--- src/fpcfb_pkg.sv ---
package fpcfb_pkg;

   // Data widths
   localparam int WORD_W  = 32;
   localparam int BYTE_W  = 8;
   localparam int IDX_W   = 6;
   localparam int CSR_IDX_W = 2;

   // Frame geometry
   localparam int FRAME_LEN = 62;
   localparam logic [IDX_W-1:0] ADDR_POS     = IDX_W'(7);
   localparam logic [IDX_W-1:0] ACCESS_POS   = IDX_W'(15);
   localparam logic [IDX_W-1:0] FWD_POS      = IDX_W'(21);
   localparam logic [IDX_W-1:0] REV_POS      = IDX_W'(28);
   localparam logic [IDX_W-1:0] SUM_FIRST    = IDX_W'(4);
   localparam logic [IDX_W-1:0] SUM_LAST     = IDX_W'(59);
   localparam logic [IDX_W-1:0] CHECKSUM_POS = IDX_W'(60);
   localparam logic [IDX_W-1:0] LAST_POS     = IDX_W'(FRAME_LEN - 1);

   // Counter and threshold constants
   localparam logic [WORD_W-1:0] DEFAULT_THRESHOLD = WORD_W'(100000);
   localparam logic [WORD_W-1:0] BCD_LIMIT         = WORD_W'(99999999);
   localparam logic [WORD_W-1:0] DEFAULT_ADDRESS   = 32'h1234_5678;

   // Double-dabble sequencing: one input bit per step
   localparam int CONV_STEPS = WORD_W;
   localparam int STEP_W     = $clog2(CONV_STEPS);
   localparam int DIGITS     = WORD_W / 4;

   // Register indexes of the configuration port
   typedef enum logic [CSR_IDX_W-1:0] {
      CSR_THRESHOLD = 2'd0,
      CSR_ADDRESS   = 2'd1
   } csr_index_type;

   // Request kinds
   typedef enum logic [1:0] {
      KIND_FORWARD = 2'd0,
      KIND_REVERSE = 2'd1,
      KIND_READ    = 2'd2,
      KIND_UNUSED  = 2'd3
   } kind_type;

   // Fixed frame bytes; dynamic positions hold zero here
   localparam logic [BYTE_W-1:0] FRAME_TEMPLATE [FRAME_LEN] = '{
      8'h68, 8'h38, 8'h38, 8'h68, 8'h08, 8'h90, 8'h72, 8'h00, 8'h00, 8'h00,
      8'h00, 8'h33, 8'h78, 8'h01, 8'h07, 8'h00, 8'h00, 8'h00, 8'h00,
      8'h0C, 8'h13, 8'h00, 8'h00, 8'h00, 8'h00,
      8'h8C, 8'h10, 8'h13, 8'h00, 8'h00, 8'h00, 8'h00,
      8'h0C, 8'h3B, 8'h00, 8'h00, 8'h00, 8'h00, 8'h0C, 8'h26, 8'h00, 8'h00,
      8'h00, 8'h00,
      8'h0B, 8'h59, 8'h00, 8'h00, 8'h00, 8'h04, 8'h6D, 8'h00, 8'h00, 8'h00,
      8'h00,
      8'h02, 8'hFD, 8'h17, 8'h00, 8'h00,
      8'h00, 8'h16
   };

endpackage

--- src/flow_pulse_counter_frame_builder_top.sv ---
// Channel   Direction  Ports                               Transaction
// req       in         req_valid/ready, kind, high_time    pulse or read request
// rsp       out        rsp_valid/ready, frame_byte, last   one frame byte
// csr       in         csr_valid/ready, index, data        register write
//
// A read runs two passes of the shared binary-to-BCD shifter (forward, then
// reverse counter), then sends 62 bytes at one per cycle from the output
// register while rsp_ready stays high. req_ready is low from a read until
// its last byte is loaded; rsp stalls hold the byte sequencer. csr writes
// are always taken. Reset is synchronous.
module flow_pulse_counter_frame_builder_top
   import fpcfb_pkg::*;
(
   input  logic                 clock,
   input  logic                 reset,
   input  logic                 req_valid,
   output logic                 req_ready,
   input  logic [1:0]           req_kind,
   input  logic [WORD_W-1:0]    req_high_time,
   output logic                 rsp_valid,
   input  logic                 rsp_ready,
   output logic [BYTE_W-1:0]    rsp_frame_byte,
   output logic                 rsp_last_byte,
   input  logic                 csr_valid,
   output logic                 csr_ready,
   input  logic [CSR_IDX_W-1:0] csr_index,
   input  logic [WORD_W-1:0]    csr_data
);

   typedef enum logic [3:0] {
      S_IDLE     = 4'b0001,
      S_CONV_FWD = 4'b0010,
      S_CONV_REV = 4'b0100,
      S_SEND     = 4'b1000
   } state_type;

   state_type         state_ff,    state_in;
   logic [WORD_W-1:0] thresh_ff,   thresh_in;
   logic [WORD_W-1:0] address_ff,  address_in;
   logic [WORD_W-1:0] fwd_cnt_ff,  fwd_cnt_in;
   logic [WORD_W-1:0] rev_cnt_ff,  rev_cnt_in;
   logic [BYTE_W-1:0] seq_ff,      seq_in;
   logic [WORD_W-1:0] fwd_enc_ff,  fwd_enc_in;
   logic [WORD_W-1:0] rev_enc_ff,  rev_enc_in;
   logic [IDX_W-1:0]  idx_ff,      idx_in;
   logic [BYTE_W-1:0] sum_ff,      sum_in;
   logic              out_vld_ff,  out_vld_in;
   logic [BYTE_W-1:0] out_byte_ff, out_byte_in;
   logic              out_last_ff, out_last_in;

   logic              req_fire;
   logic              csr_fire;
   logic [WORD_W-1:0] eff_thresh;
   logic              pulse_counts;
   logic              conv_start;
   logic [WORD_W-1:0] conv_value;
   logic              conv_done;
   logic [WORD_W-1:0] conv_bcd;
   logic              load;
   logic [BYTE_W-1:0] cur_byte;
   logic [1:0]        sel;
   kind_type          kind;

   assign kind       = kind_type'(req_kind);
   assign req_ready  = (state_ff == S_IDLE);
   assign req_fire   = req_valid && req_ready;
   assign csr_ready  = 1'b1;
   assign csr_fire   = csr_valid && csr_ready;
   assign eff_thresh = (thresh_ff == '0) ? DEFAULT_THRESHOLD : thresh_ff;
   assign pulse_counts = (req_high_time > eff_thresh);

   // Shared shifter: forward counter on the read, reverse when forward is done
   assign conv_start = (req_fire && kind == KIND_READ) ||
                       (state_ff == S_CONV_FWD && conv_done);
   assign conv_value = (state_ff == S_IDLE) ? fwd_cnt_ff : rev_cnt_ff;

   fpcfb_bcd_conv u_bcd (
      .clock (clock),
      .reset (reset),
      .start (conv_start),
      .value (conv_value),
      .done  (conv_done),
      .bcd   (conv_bcd)
   );

   // Select the frame byte at the current index
   always_comb begin
      cur_byte = FRAME_TEMPLATE[idx_ff];
      sel      = 2'b00;
      if (idx_ff >= ADDR_POS && idx_ff < ADDR_POS + IDX_W'(4)) begin
         sel      = 2'(idx_ff - ADDR_POS);
         cur_byte = address_ff[8*sel +: 8];
      end else if (idx_ff == ACCESS_POS) begin
         cur_byte = seq_ff;
      end else if (idx_ff >= FWD_POS && idx_ff < FWD_POS + IDX_W'(4)) begin
         sel      = 2'(idx_ff - FWD_POS);
         cur_byte = fwd_enc_ff[8*sel +: 8];
      end else if (idx_ff >= REV_POS && idx_ff < REV_POS + IDX_W'(4)) begin
         sel      = 2'(idx_ff - REV_POS);
         cur_byte = rev_enc_ff[8*sel +: 8];
      end else if (idx_ff == CHECKSUM_POS) begin
         cur_byte = sum_ff;
      end
   end

   assign load = (state_ff == S_SEND) && (!out_vld_ff || rsp_ready);

   // Sequencer, counters and configuration
   always_comb begin
      state_in    = state_ff;
      thresh_in   = thresh_ff;
      address_in  = address_ff;
      fwd_cnt_in  = fwd_cnt_ff;
      rev_cnt_in  = rev_cnt_ff;
      seq_in      = seq_ff;
      fwd_enc_in  = fwd_enc_ff;
      rev_enc_in  = rev_enc_ff;
      idx_in      = idx_ff;
      sum_in      = sum_ff;
      out_byte_in = out_byte_ff;
      out_last_in = out_last_ff;
      out_vld_in  = out_vld_ff && !rsp_ready;

      if (csr_fire) begin
         unique case (csr_index)
            CSR_THRESHOLD: thresh_in  = csr_data;
            CSR_ADDRESS:   address_in = csr_data;
            default: ;
         endcase
      end

      unique case (state_ff)
         S_IDLE: begin
            if (req_fire) begin
               case (kind)
                  KIND_FORWARD: if (pulse_counts) fwd_cnt_in = fwd_cnt_ff + 1'b1;
                  KIND_REVERSE: if (pulse_counts) rev_cnt_in = rev_cnt_ff + 1'b1;
                  KIND_READ: begin
                     seq_in   = seq_ff + 1'b1;
                     state_in = S_CONV_FWD;
                  end
                  default: ;
               endcase
            end
         end
         S_CONV_FWD: begin
            if (conv_done) begin
               fwd_enc_in = (fwd_cnt_ff <= BCD_LIMIT) ? conv_bcd : fwd_cnt_ff;
               state_in   = S_CONV_REV;
            end
         end
         S_CONV_REV: begin
            if (conv_done) begin
               rev_enc_in = (rev_cnt_ff <= BCD_LIMIT) ? conv_bcd : rev_cnt_ff;
               idx_in     = '0;
               sum_in     = '0;
               state_in   = S_SEND;
            end
         end
         S_SEND: begin
            // Load the next byte when the output register is free
            if (load) begin
               out_vld_in  = 1'b1;
               out_byte_in = cur_byte;
               out_last_in = (idx_ff == LAST_POS);
               if (idx_ff >= SUM_FIRST && idx_ff <= SUM_LAST) begin
                  sum_in = sum_ff + cur_byte;
               end
               idx_in = idx_ff + 1'b1;
               if (idx_ff == LAST_POS) begin
                  idx_in   = '0;
                  state_in = S_IDLE;
               end
            end
         end
         default: state_in = S_IDLE;
      endcase
   end

   always_ff @(posedge clock) begin
      if (reset) begin
         state_ff   <= S_IDLE;
         thresh_ff  <= DEFAULT_THRESHOLD;
         address_ff <= DEFAULT_ADDRESS;
         fwd_cnt_ff <= '0;
         rev_cnt_ff <= '0;
         seq_ff     <= '0;
         idx_ff     <= '0;
         out_vld_ff <= 1'b0;
      end else begin
         state_ff   <= state_in;
         thresh_ff  <= thresh_in;
         address_ff <= address_in;
         fwd_cnt_ff <= fwd_cnt_in;
         rev_cnt_ff <= rev_cnt_in;
         seq_ff     <= seq_in;
         idx_ff     <= idx_in;
         out_vld_ff <= out_vld_in;
      end
      fwd_enc_ff  <= fwd_enc_in;
      rev_enc_ff  <= rev_enc_in;
      sum_ff      <= sum_in;
      out_byte_ff <= out_byte_in;
      out_last_ff <= out_last_in;
   end

   assign rsp_valid      = out_vld_ff;
   assign rsp_frame_byte = out_byte_ff;
   assign rsp_last_byte  = out_last_ff;

endmodule

--- src/fpcfb_bcd_conv.sv ---
module fpcfb_bcd_conv
   import fpcfb_pkg::*;
(
   input  logic              clock,
   input  logic              reset,
   input  logic              start,
   input  logic [WORD_W-1:0] value,
   output logic              done,
   output logic [WORD_W-1:0] bcd
);

   logic [WORD_W-1:0] bin_ff,   bin_in;
   logic [WORD_W-1:0] bcd_ff,   bcd_in;
   logic [STEP_W-1:0] step_ff,  step_in;
   logic              busy_ff,  busy_in;
   logic              done_ff,  done_in;
   logic [WORD_W-1:0] adj;

   // Add three to every digit of five or more before the shift
   always_comb begin
      for (int d = 0; d < DIGITS; d++) begin
         if (bcd_ff[4*d +: 4] >= 4'd5) begin
            adj[4*d +: 4] = bcd_ff[4*d +: 4] + 4'd3;
         end else begin
            adj[4*d +: 4] = bcd_ff[4*d +: 4];
         end
      end
   end

   // Load on start, then shift one binary bit into the digits per cycle
   always_comb begin
      bin_in  = bin_ff;
      bcd_in  = bcd_ff;
      step_in = step_ff;
      busy_in = busy_ff;
      done_in = 1'b0;
      if (start) begin
         bin_in  = value;
         bcd_in  = '0;
         step_in = '0;
         busy_in = 1'b1;
      end else if (busy_ff) begin
         bcd_in  = {adj[WORD_W-2:0], bin_ff[WORD_W-1]};
         bin_in  = {bin_ff[WORD_W-2:0], 1'b0};
         step_in = step_ff + 1'b1;
         if (step_ff == STEP_W'(CONV_STEPS - 1)) begin
            busy_in = 1'b0;
            done_in = 1'b1;
         end
      end
   end

   always_ff @(posedge clock) begin
      if (reset) begin
         busy_ff <= 1'b0;
         done_ff <= 1'b0;
         step_ff <= '0;
      end else begin
         busy_ff <= busy_in;
         done_ff <= done_in;
         step_ff <= step_in;
      end
      bin_ff <= bin_in;
      bcd_ff <= bcd_in;
   end

   assign done = done_ff;
   assign bcd  = bcd_ff;

endmodule
--- config.mk ---
export PLATFORM = sky130hd
export DESIGN_NAME = flow_pulse_counter_frame_builder_top
export DESIGN_NICKNAME = d
export VERILOG_FILES = /design/src/fpcfb_pkg.sv /design/src/flow_pulse_counter_frame_builder_top.sv /design/src/fpcfb_bcd_conv.sv
export SDC_FILE = /design/constraint.sdc
export NUM_CORES = 1
export LEC_CHECK = 0
export BUFFER_PORTS_ARGS = -buffer_cell sky130_fd_sc_hd__buf_2
export CAP_MARGIN = 10
export CORE_AREA = 2 2 198 152
export DETAILED_ROUTE_END_ITERATION = 8
export DIE_AREA = 0 0 200 154
export PLACE_DENSITY = 0.75
export SYNTH_ARGS = -nofsm -noshare
export SYNTH_HDL_FRONTEND = slang
export SYNTH_SLANG_ARGS = --single-unit
--- constraint.sdc ---
create_clock -name clock -period 4.2 [get_ports clock]
set_clock_uncertainty 0.1 [all_clocks]
set_input_delay 0.42 -clock clock [delete_from_list [all_inputs] [get_ports clock]]
set_output_delay 0.42 -clock clock [all_outputs]
set_load 0.05 [all_outputs]
-- After elaboration in Yosys (flattened, before gate mapping)
Memory sizes are Yosys's and may differ from the RTL's.
Cells that the tools add are included.
- bits in registers: 299
- bits in read-only memories: 512
- memories: 1
- add/sub/neg operators: 17
- magnitude comparators: 20
- equal/unequal tests: 18
- shift-type cells: 3
- mux-type cells: 42
- bitwise gates (word level): 2
- reduce and logical (&&, ||, !) cells: 31
- memories (name ; words ; bits a word ; rd ports ; clocked after memory_dff ; write ports ; RTL line ; text):
    (name not given) ; 64 ; 8 ; 1 ; 0 ; 0 ; flow_pulse_counter_frame_builder_top.sv:88 ; cur_byte = FRAME_TEMPLATE[idx_ff];
- operators with widths (cell ; count):
    two-way mux 32 bit ; 6
    variable part select 32 x 6 -> 8 bit ; 3
    two-way mux 8 bit ; 10
    adder 32 x 1 -> 32 bit (second input constant) ; 2
    less-or-equal comparator 32 x 27 -> 1 bit (second input constant) ; 2
    two-way mux 4 bit ; 13
    >= comparator 4 x 3 -> 1 bit (second input constant) ; 8
    greater-than comparator 32 bit ; 1
    zero test 32 bit ; 1
    adder 4 x 2 -> 4 bit (second input constant) ; 7
    two-way mux 6 bit ; 3
    case mux 4 bit (4 select lines) ; 1
    case mux 8 bit (2 select lines) ; 1
    == test 6 bit (second input constant) ; 2
    >= comparator 6 x 3 -> 1 bit (second input constant) ; 2
    >= comparator 6 x 5 -> 1 bit (second input constant) ; 2
    inequality test 2 x 1 -> 1 bit (second input constant) ; 6
    case mux 6 bit (2 select lines) ; 1
    AND reduction 4 bit ; 3
    AND reduction 2 bit ; 5
    logical AND 1 bit ; 9
    adder 8 x 1 -> 8 bit (second input constant) ; 1
    adder 8 bit ; 1
    >= comparator 7 bit (second input constant) ; 1
    other kinds (30) ; 42

-- Logic depth before layout (Yosys ltp)
Gate-level depths: netlist of the first run.
- word-level depth: 13
- mapped depth: 19
- depth with buffers taken out: 17

-- By module
From an unflattened synthesis of the first run, not the netlist that was laid out.
- cell total of the unflattened synthesis: 1714
- area total of the unflattened synthesis: 16096.7 um^2
- modules (own cells, without submodules) (module ; times used ; cells an instance ; area an instance (um^2) ; seq. area each (um^2)):
    flow_pulse_counter_frame_builder_top ; 1 ; 1370 ; 12494.5 ; 5375.2
    fpcfb_bcd_conv ; 1 ; 344 ; 3602.2 ; 1741.7

-- Worst setup path before layout of the first run
Ideal clock, no wire load.
- path kind: register to register
- start point: reg idx_ff[0]
- end point: reg sum_ff[6], data pin
- arrival: 4.238 ns
- data required time: 3.835 ns
- slack: -0.403 ns
- stages on the path, launching flop included: 17
- path through: dfxtp_1 buf_1 inv_1 ha_1 buf_1 buf_1 mux4_2 a211oi_1 o21ai_0 ha_1 fa_1 a21oi_1 o21bai_1 a21o_1 a21oi_1 xor2_1 nor2_1
- longest elaborated chain between the ends: 13
- RTL lines (element ; RTL line ; text):
    start, declared ; flow_pulse_counter_frame_builder_top.sv:45 ; logic [IDX_W-1:0] idx_ff, idx_in;
    start signal, assigned ; flow_pulse_counter_frame_builder_top.sv:197 ; idx_ff <= idx_in;
    NOT 6 -> 7 bit (not written as such) ; flow_pulse_counter_frame_builder_top.sv:88 ;
    memory (64 x 8 bit) ; - ;
    two-way mux 8 bit (not written as such) (2 in series) ; flow_pulse_counter_frame_builder_top.sv:88 ;
    two-way mux 8 bit ; flow_pulse_counter_frame_builder_top.sv:101 ; end else if (idx_ff == CHECKSUM_POS) begin
    two-way mux 8 bit ; flow_pulse_counter_frame_builder_top.sv:98 ; end else if (idx_ff >= REV_POS && idx_ff < REV_POS + IDX_W'(4)) begin
    two-way mux 8 bit ; flow_pulse_counter_frame_builder_top.sv:95 ; end else if (idx_ff >= FWD_POS && idx_ff < FWD_POS + IDX_W'(4)) begin
    two-way mux 8 bit ; flow_pulse_counter_frame_builder_top.sv:93 ; end else if (idx_ff == ACCESS_POS) begin
    two-way mux 8 bit (*) ; flow_pulse_counter_frame_builder_top.sv:90 ; if (idx_ff >= ADDR_POS && idx_ff < ADDR_POS + IDX_W'(4)) begin
    via cur_byte[0] ; flow_pulse_counter_frame_builder_top.sv:60 ; logic [BYTE_W-1:0] cur_byte;
    adder 8 bit (*) ; flow_pulse_counter_frame_builder_top.sv:167 ; sum_in = sum_ff + cur_byte;
    two-way mux 8 bit (*) ; flow_pulse_counter_frame_builder_top.sv:166 ; if (idx_ff >= SUM_FIRST && idx_ff <= SUM_LAST) begin
    two-way mux 8 bit (*) ; flow_pulse_counter_frame_builder_top.sv:162 ; if (load) begin
    case mux 8 bit (2 select lines) (*) ; flow_pulse_counter_frame_builder_top.sv:132 ; unique case (state_ff)
    end signal, assigned ; flow_pulse_counter_frame_builder_top.sv:202 ; sum_ff <= sum_in;
    end, declared ; flow_pulse_counter_frame_builder_top.sv:46 ; logic [BYTE_W-1:0] sum_ff, sum_in;
The timed path passes the listed nets; every way through them passes the cells marked *. The select of a mux whose other input is x is not followed.
A chain may end at the register's enable or synchronous reset.

-- Worst setup path in the final report of the first run
- start point: reg thresh_ff[24]
- end point: reg fwd_cnt_ff[29]
- longest elaborated chain between the ends: 4
- RTL lines (element ; RTL line ; text):
    start, declared ; flow_pulse_counter_frame_builder_top.sv:38 ; logic [WORD_W-1:0] thresh_ff, thresh_in;
    start signal, assigned ; flow_pulse_counter_frame_builder_top.sv:192 ; thresh_ff <= thresh_in;
    zero test 32 bit ; flow_pulse_counter_frame_builder_top.sv:69 ; assign eff_thresh = (thresh_ff == '0) ? DEFAULT_THRESHOLD : thresh_ff;
    two-way mux 32 bit (*) ; flow_pulse_counter_frame_builder_top.sv:69 ;
    greater-than comparator 32 bit (*) ; flow_pulse_counter_frame_builder_top.sv:70 ; assign pulse_counts = (req_high_time > eff_thresh);
    AND reduction 4 bit (no source line) (*) ; - ;
    end signal, assigned ; flow_pulse_counter_frame_builder_top.sv:194 ; fwd_cnt_ff <= fwd_cnt_in;
    end, declared ; flow_pulse_counter_frame_builder_top.sv:40 ; logic [WORD_W-1:0] fwd_cnt_ff, fwd_cnt_in;
Every way passes the cells marked *; elsewhere a longest branch is shown, timed or not.

==> metrics.txt, run 1 <==
WL final=about 44000 um; die extent in y=154 um; CP Data Required Time=between 4 and 5 ns; syn nets=1816; Synth top area share=23.8%; FILL cells=around 2400; initial core utilization=between 50% and 60%; prevailing post-synth register cell=dfxtp_1; worst-path fanout max=29; LEAKAGE=6.49 nW; drt initial violations=1470; pins over their slew limit=0; Synthesis Warnings=0; post-synth cell types=67; flop-to-flop setup slack=0.16 ns; hold path depth=3; Detail Route Antenna Nets=0; Top-Level Pins=85; Pwr Density=407 mW/mm^2; worst-margin pin slew=around 1.0 ns; die area=0.0308 mm^2; nets=1890; Fin. Hold Viols=0; clock tree buffer depth=3; initial antenna violation count=1; flops & latches, synth=299; first-pass GRT wire length=68900 um; Worst R2R Start=thresh_ff[24]; Die Span X=200 um; Hold Path Sink=thresh_ff[30]; total grt overflow=0; maximum clock frequency=247 MHz; port bufs=83; hold slack=roughly 0.0096 ns; reg-to-reg endpoint=fwd_cnt_ff[29]; Via Count=13400; RePlAce Congestion=between 1 and 1.5; fraction of the cycle the final worst path needs=a little under 100%; Core ar.=0.0287 mm^2; clk_lat worst skew=~0.58 ns; Vias/cell=around 6; worst hold path type=input pin to flip-flop; top-count cell post-synth=nand2_1; VDD IR-drop max=286 uV; clock root buffer=clkbuf_16; worst slew margin relative to its limit=between 30% and 40%; Tot GR Track Use=28.7%; post-DP HPWL=32100 um; EDFF count, synth=113; Reg clk slew, reported paths=approximately 0.060 ns; cell taking the most area after synthesis=dfxtp_1; hold_sp=csr_data[30]; # H-tree levels=1; critical path arrival=4.44 ns; Final Critical Period=4.04 ns; TritonCTS Buffers=29; Power, Total=7.17 mW; clk sinks=299; Cell Rows=54; vias in the first global route=about 12000; DR pass1 iterations=6; Area contributors post-synth=dfxtp_1, edfxtp_1, nand2_1, a21oi_1, ha_1; DRC viols=0; TritonCTS clock tree=yes; share of post-route cells with drive strength above 1=~15%; max cap viols=0; share of synthesized registers carrying an async set or reset=0%; sequential fraction of the synthesis area=a little under half; Post-synth top cells=nand2_1, dfxtp_1, a21oi_1, o21ai_0, edfxtp_1; synthesis-to-finish area growth=12.5%; status=complete, no violations; WS Path Type=flip-flop to flip-flop; R2R depth=14; syn avg cell area=9.36 um^2; Mapped Area=0.0157 mm^2; Cells after Synth=between 1500 and 2000; Worst Setup End Kind=flip-flop; Setup-failing EPs final=0; startpoint class of the critical path=flip-flop; drt wl/cell=20.3 um; largest net degree at the start of global routing=around 80
cells by family (layout without fill, tap and decap cells):
group           Yosys count  after routing  share of synthesized area, %
other cells               1              3                        0.0239
compound gates          399            399                          14.7
simple gates            579            579                          18.0
mux                     126            126                          10.3
xor+xnor                 37             37                          2.07
flops                   299            299                          45.4
buf+inv                 166            263                          4.00
fa+ha+maj                68             68                          5.48
cell usage in the layout, fill, tap and decap left out, types with 12 or more instances in the layout:
| cell | count |
|---|---|
| nand2_1 | 237 |
| dfxtp_1 | 184 |
| a21oi_1 | 168 |
| o21ai_0 | 124 |
| edfxtp_1 | 113 |
| nor2_1 | 103 |
| buf_2 | 82 |
| inv_1 | 70 |
| ha_1 | 65 |
| mux2i_1 | 57 |
| mux2_2 | 45 |
| buf_4 | 44 |
| nand3_1 | 33 |
| or3_1 | 33 |
| clkbuf_16 | 30 |
| nand4_1 | 28 |
| or4_1 | 26 |
| xnor2_1 | 25 |
| mux4_2 | 24 |
| o31ai_1 | 23 |
| nand3b_1 | 22 |
| nor3_1 | 16 |
| nor4_1 | 14 |
| nand2b_1 | 13 |
| a211oi_1 | 13 |
| a21o_1 | 12 |
| xor2_1 | 12 |
what timing repair did:
action	4_1_cts	5_1_grt
gates resized for setup	0	2
endpoints found under the hold margin	10	0
endpoints found under the setup margin	0	2
setup buffers	0	0
hold buffers	10	0
worst max path at each step:
stage	startpoint	endpoint	slack [ns]
after floorplan	idx_ff[0]	sum_ff[6]	0.05
after global placement	idx_ff[2]	sum_ff[6]	0.35
after detailed placement	idx_ff[1]	sum_ff[6]	0.23
after CTS	idx_ff[1]	sum_ff[6]	0.19
after global routing	idx_ff[1]	sum_ff[7]	-0.004
final	thresh_ff[24]	fwd_cnt_ff[29]	0.16
through the flow:
step / utilization [%] / area (um^2) / cells / worst slack [ns] / TNS (ns)
after CTS: 61.3 / 17600 / 2163 / 0.194 / 0
after global placement: 57.8 / 16600 / 2099 / 0.352 / 0
final: 61.4 / 17600 / 2166 / 0.157 / 0
after global routing: 61.4 / 17600 / 2164 / -0.00394 / -0.00394
after detailed placement: 57.8 / 16600 / 2099 / 0.232 / 0
after floorplan: - / 15700 / 1675 / 0.0459 / 0
final cells by class:
type	instances	area, um^2	share of cell area (%)
Antenna cell	2	5.00	0.0284
Clock inverter	13	93.8	0.532
Timing Repair Buffer	138	872	4.95
Sequential cell	299	7120	40.4
Tap cell	392	490	2.78
Inverter	71	267	1.51
Multi-Input combinational cell	1210	7970	45.2
Clock buffer	41	812	4.61
sequential cells by signal, indices dropped and copies added (netlist names):
signal and count:
address_ff 32, fwd_cnt_ff 32, fwd_enc_ff 32, rev_cnt_ff 32, rev_enc_ff 32, thresh_ff 32
u_bcd.bcd 32, u_bcd.bin_ff 32, rsp_frame_byte 8, seq_ff 8, sum_ff 8, idx_ff 6
u_bcd.step_ff 5, state_ff 4, rsp_last_byte 1, rsp_valid 1, u_bcd.busy_ff 1, u_bcd.done 1
critical path, stage by stage (launching register included):
cell and delay [ns]:
dfxtp_1 0.33, nor4_1 0.46, nand4_1 0.16, nor2_1 0.18
buf_4 0.17, nor2_1 0.05, ha_1 0.30, nand4_1 0.16
nor4_1 0.12, or4_1 0.47, a31oi_1 0.29, o2111ai_2 0.18
buf_4 0.26, or4_1 0.55, a21oi_1 0.17
where the power goes:
group          total, mW  switching (mW)  internal (mW)  leakage [nW]
Combinational       1.12           0.619          0.502          3.48
Clock               2.55            1.14           1.41         0.450
Sequential          3.50           0.253           3.25          2.56
Total               7.17            2.01           5.16          6.49
routing by layer:
metal	vias to the layer above	GRT usage [%]	routed length (um)
li1	6240	-	-
met1	6379	45.7	20600
met2	662	40.1	18100
met3	81	5.15	4330
met4	0	5.78	927
met5	-	0	0
(Power assumes the default switching activity.)
==> inputs of run 2 (changes only) <==
--- a/config.mk
+++ b/config.mk
@@ -5,11 +5,12 @@
 export SDC_FILE = /design/constraint.sdc
 export NUM_CORES = 1
 export LEC_CHECK = 0
+export ABC_AREA = 1
 export BUFFER_PORTS_ARGS = -buffer_cell sky130_fd_sc_hd__buf_2
 export CAP_MARGIN = 10
-export CORE_AREA = 2 2 198 152
+export CORE_AREA = 2 2 206 158
 export DETAILED_ROUTE_END_ITERATION = 8
-export DIE_AREA = 0 0 200 154
+export DIE_AREA = 0 0 208 160
 export PLACE_DENSITY = 0.75
 export SYNTH_ARGS = -nofsm -noshare
 export SYNTH_HDL_FRONTEND = slang
==> constraint.sdc (replaced) <==
create_clock -name clock -period 4.2 [get_ports clock]
set_clock_uncertainty 0.1 [all_clocks]
set_input_delay 1.05 -clock clock [delete_from_list [all_inputs] [get_ports clock]]
set_output_delay 1.05 -clock clock [all_outputs]
set_load 0.05 [all_outputs]
==> metrics.txt, run 2 <==
status=complete, no violations; die extent in y=160 um (+3.9%); Cell Rows=57 (+5.6%); largest net degree at the start of global routing=74 (-8.6%); Cells after Synth=2323 (+39%); Final Critical Period=3.85 ns (-0.196 ns); top-count cell post-synth=nand2_1; WL final=52800 um (+20%); EDFF count, synth=113 (unchanged); Worst Setup End Kind=flip-flop; syn nets=2464 (+36%); synthesis-to-finish area growth=10.4%; Core ar.=0.0315 mm^2 (+9.8%); syn avg cell area=7.30 um^2 (-22%); maximum clock frequency=260 MHz (+5.1%); Vias/cell=5.87 (-4.9%); drt wl/cell=18.9 um (-6.7%); worst slew margin relative to its limit=36.7% (+6.4 points); fraction of the cycle the final worst path needs=91.6% (-4.7 points); die area=0.0333 mm^2 (+8.1%); share of synthesized registers carrying an async set or reset=0% (unchanged); flops & latches, synth=299 (unchanged); Detail Route Antenna Nets=0 (unchanged); worst-path fanout max=22 (-24%); clk_lat worst skew=0.60 ns (+0.02 ns); vias in the first global route=14800 (+22%); Post-synth top cells=nand2_1, nor2_1, dfxtp_1, inv_1, o21ai_0; Post-CTS Hold Buffers=0 (-10); LEAKAGE=7.31 nW (+13%); most frequent cells in the layout=nand2_1, nor2_1, dfxtp_1; slowest CP cell=dfxtp_1; cells along the critical path=buf_4, ha_1, ha_1, nor2_1, o21ai_0, nand2_1, o21ai_0, o21bai_1, a21oi_1, ha_1, nand2_1, inv_1, o21ai_0, a21boi_0, o21ai_0, nand2_1, o21ai_0, a21oi_1; Worst R2R Start=idx_ff[0]; initial antenna violation count=3 (+2); TritonCTS clock tree=yes; Core Util, Final=59.4% (-2.0 points); sequential fraction of the synthesis area=42.0% (-3.4 points); Tot GR Track Use=30.8% (+2.2 points); total grt overflow=0 (unchanged); CP Data Required Time=4.43 ns (-0.17 ns); CP endpoint=sum_ff[6]; RePlAce Congestion=0.965 (-3.7%); nets=2488 (+32%); share of post-route cells with drive strength above 1=9.57% (-5.0 points); RSZ-0062 raised after global routing=false; R2R depth=18 (+4); critical path arrival=4.08 ns (-0.36 ns); commonest non-fill, non-tap cell in the layout=nand2_1; post_cts resized=0 (unchanged); VDD IR-drop max=287 uV (+0.47%); pins over their slew limit=0 (unchanged); Area contributors post-synth=dfxtp_1, edfxtp_1, nand2_1, nor2_1, o21ai_0; drt initial violations=2072 (+41%); Critical Path Start=idx_ff[0]; reg-to-reg endpoint=sum_ff[6]; post-DP HPWL=38700 um (+21%); port bufs=83 (unchanged); Mapped Area=0.0170 mm^2 (+8.2%); CP most frequent cell=o21ai_0; Pwr Density=384 mW/mm^2 (-5.5%); # H-tree levels=1 (unchanged); startpoint class of the critical path=flip-flop; Reg clk slew, reported paths=0.06 ns (about the same); worst-margin pin slew=0.949 ns (-0.0963 ns); Via Count=16400 (+22%); worst hold path type=flip-flop to flip-flop; setup bufs post-CTS=0 (unchanged); Critical Path Max Stage Delay=0.34 ns (-0.21 ns); Synthesis Warnings=0 (unchanged); FILL cells=2929 (+22%); max cap viols=0 (unchanged); Final TNS setup=0 ns (unchanged); TritonCTS Buffers=31 (+6.9%); post-synth cell types=51 (-24%); flop-to-flop setup slack=0.35 ns (+0.20 ns); initial core utilization=53.8% (-0.80 points); clock root buffer=clkbuf_16; cell taking the most area after synthesis=dfxtp_1; first-pass GRT wire length=81600 um (+19%); Synth top area share=22.0% (-1.8 points); Fin. Hold Viols=0 (unchanged); WS Path Type=flip-flop to flip-flop; clk sinks=299 (unchanged); Setup-failing EPs final=0 (unchanged); DR pass1 iterations=6 (unchanged); clock tree buffer depth=3 (unchanged); Top-Level Pins=85 (unchanged); hold_sp=address_ff[5]; prevailing post-synth register cell=dfxtp_1; Die Span X=208 um (+4.0%); DRC viols=0 (unchanged)
[run 2: cell count changes in the layout (fill, tap and decap cells not counted), moves of 33 or more]
| cell | change |
|---|---|
| o21ai_0 | +56 |
| nand3_1 | +60 |
| mux2i_1 | -57 |
| inv_1 | +109 |
| o21ai_1 | +45 |
| nor2_1 | +174 |
| nand2_1 | +325 |
| mux2_2 | -45 |
| nand4_1 | +53 |
| or3_1 | -33 |
[run 2: worst min path at each step]
stage / end / slack (ns) / cells past startpoint
3_3_place_gp: u_bcd.step_ff[4] / 0.35 / 2
2_1_floorplan: u_bcd.bcd[0] / 0.33 / 2
4_1_cts: address_ff[28] / 0.37 / 2
5_1_grt: thresh_ff[30] / 0.39 / 2
3_5_place_dp: address_ff[28] / 0.36 / 2
6_report: address_ff[5] / 0.37 / 2
[run 2: worst max-delay path, delay by kind of cell, from the launching register on]
family                   cells  cell delay [ns]
buffers and inverters        2             0.30
AO/OA/AOI/OAI                9             1.67
AND/OR/NAND/NOR              4             0.29
adder cells (fa/ha/maj)      3             0.89
flip-flops                   1             0.34
[run 2: metrics by stage]
step	cells	worst slack, ns	cell area [um^2]	hold WS, ns	power (mW)
final	2788	0.353	18700	0.373	7.19
after global routing	2788	0.0448	18700	0.395	7.45
after CTS	2784	0.432	18700	0.373	7.18
after detailed placement	2726	0.452	17600	0.358	4.28
after global placement	2726	0.489	17600	0.354	4.24
after floorplan	2323	0.208	17000	0.328	3.97
[run 2: cells by family after synthesis]
family / share of synthesized area [%]
simple gates: 27.3
compound gates: 15.2
buf+inv: 7.98
flops: 42.0
fa+ha+maj: 5.06
xor+xnor: 2.48
other cells: 0.0221
[run 2: layer usage]
metal / GRT usage, % / share of wire [%]
met1: 47.2 / 45
met2: 44.2 / 41
met3: 5.39 / 11
met4: 9.03 / 3.1
met5: 0 / 0
[run 2: final cells by class]
cell class	count	area (um^2)	share of cell area (%)
clock buffers	33	803	4.29
multi-input cells	1686	8500	45.4
flip-flops and latches	299	7120	38.0
clock inverters	25	269	1.44
repair buffers	116	696	3.72
inverters	213	802	4.29
diodes	3	7.51	0.0401
well taps	413	517	2.76
[run 2: report_power, final]
group / switching [mW] / internal [mW] / leakage (nW) / total (mW)
registers: 0.102 / 3.20 / 2.55 / 3.31
logic: 0.653 / 0.302 / 4.25 / 0.955
clock network: 1.24 / 1.69 / 0.514 / 2.93
total: 1.99 / 5.20 / 7.31 / 7.19
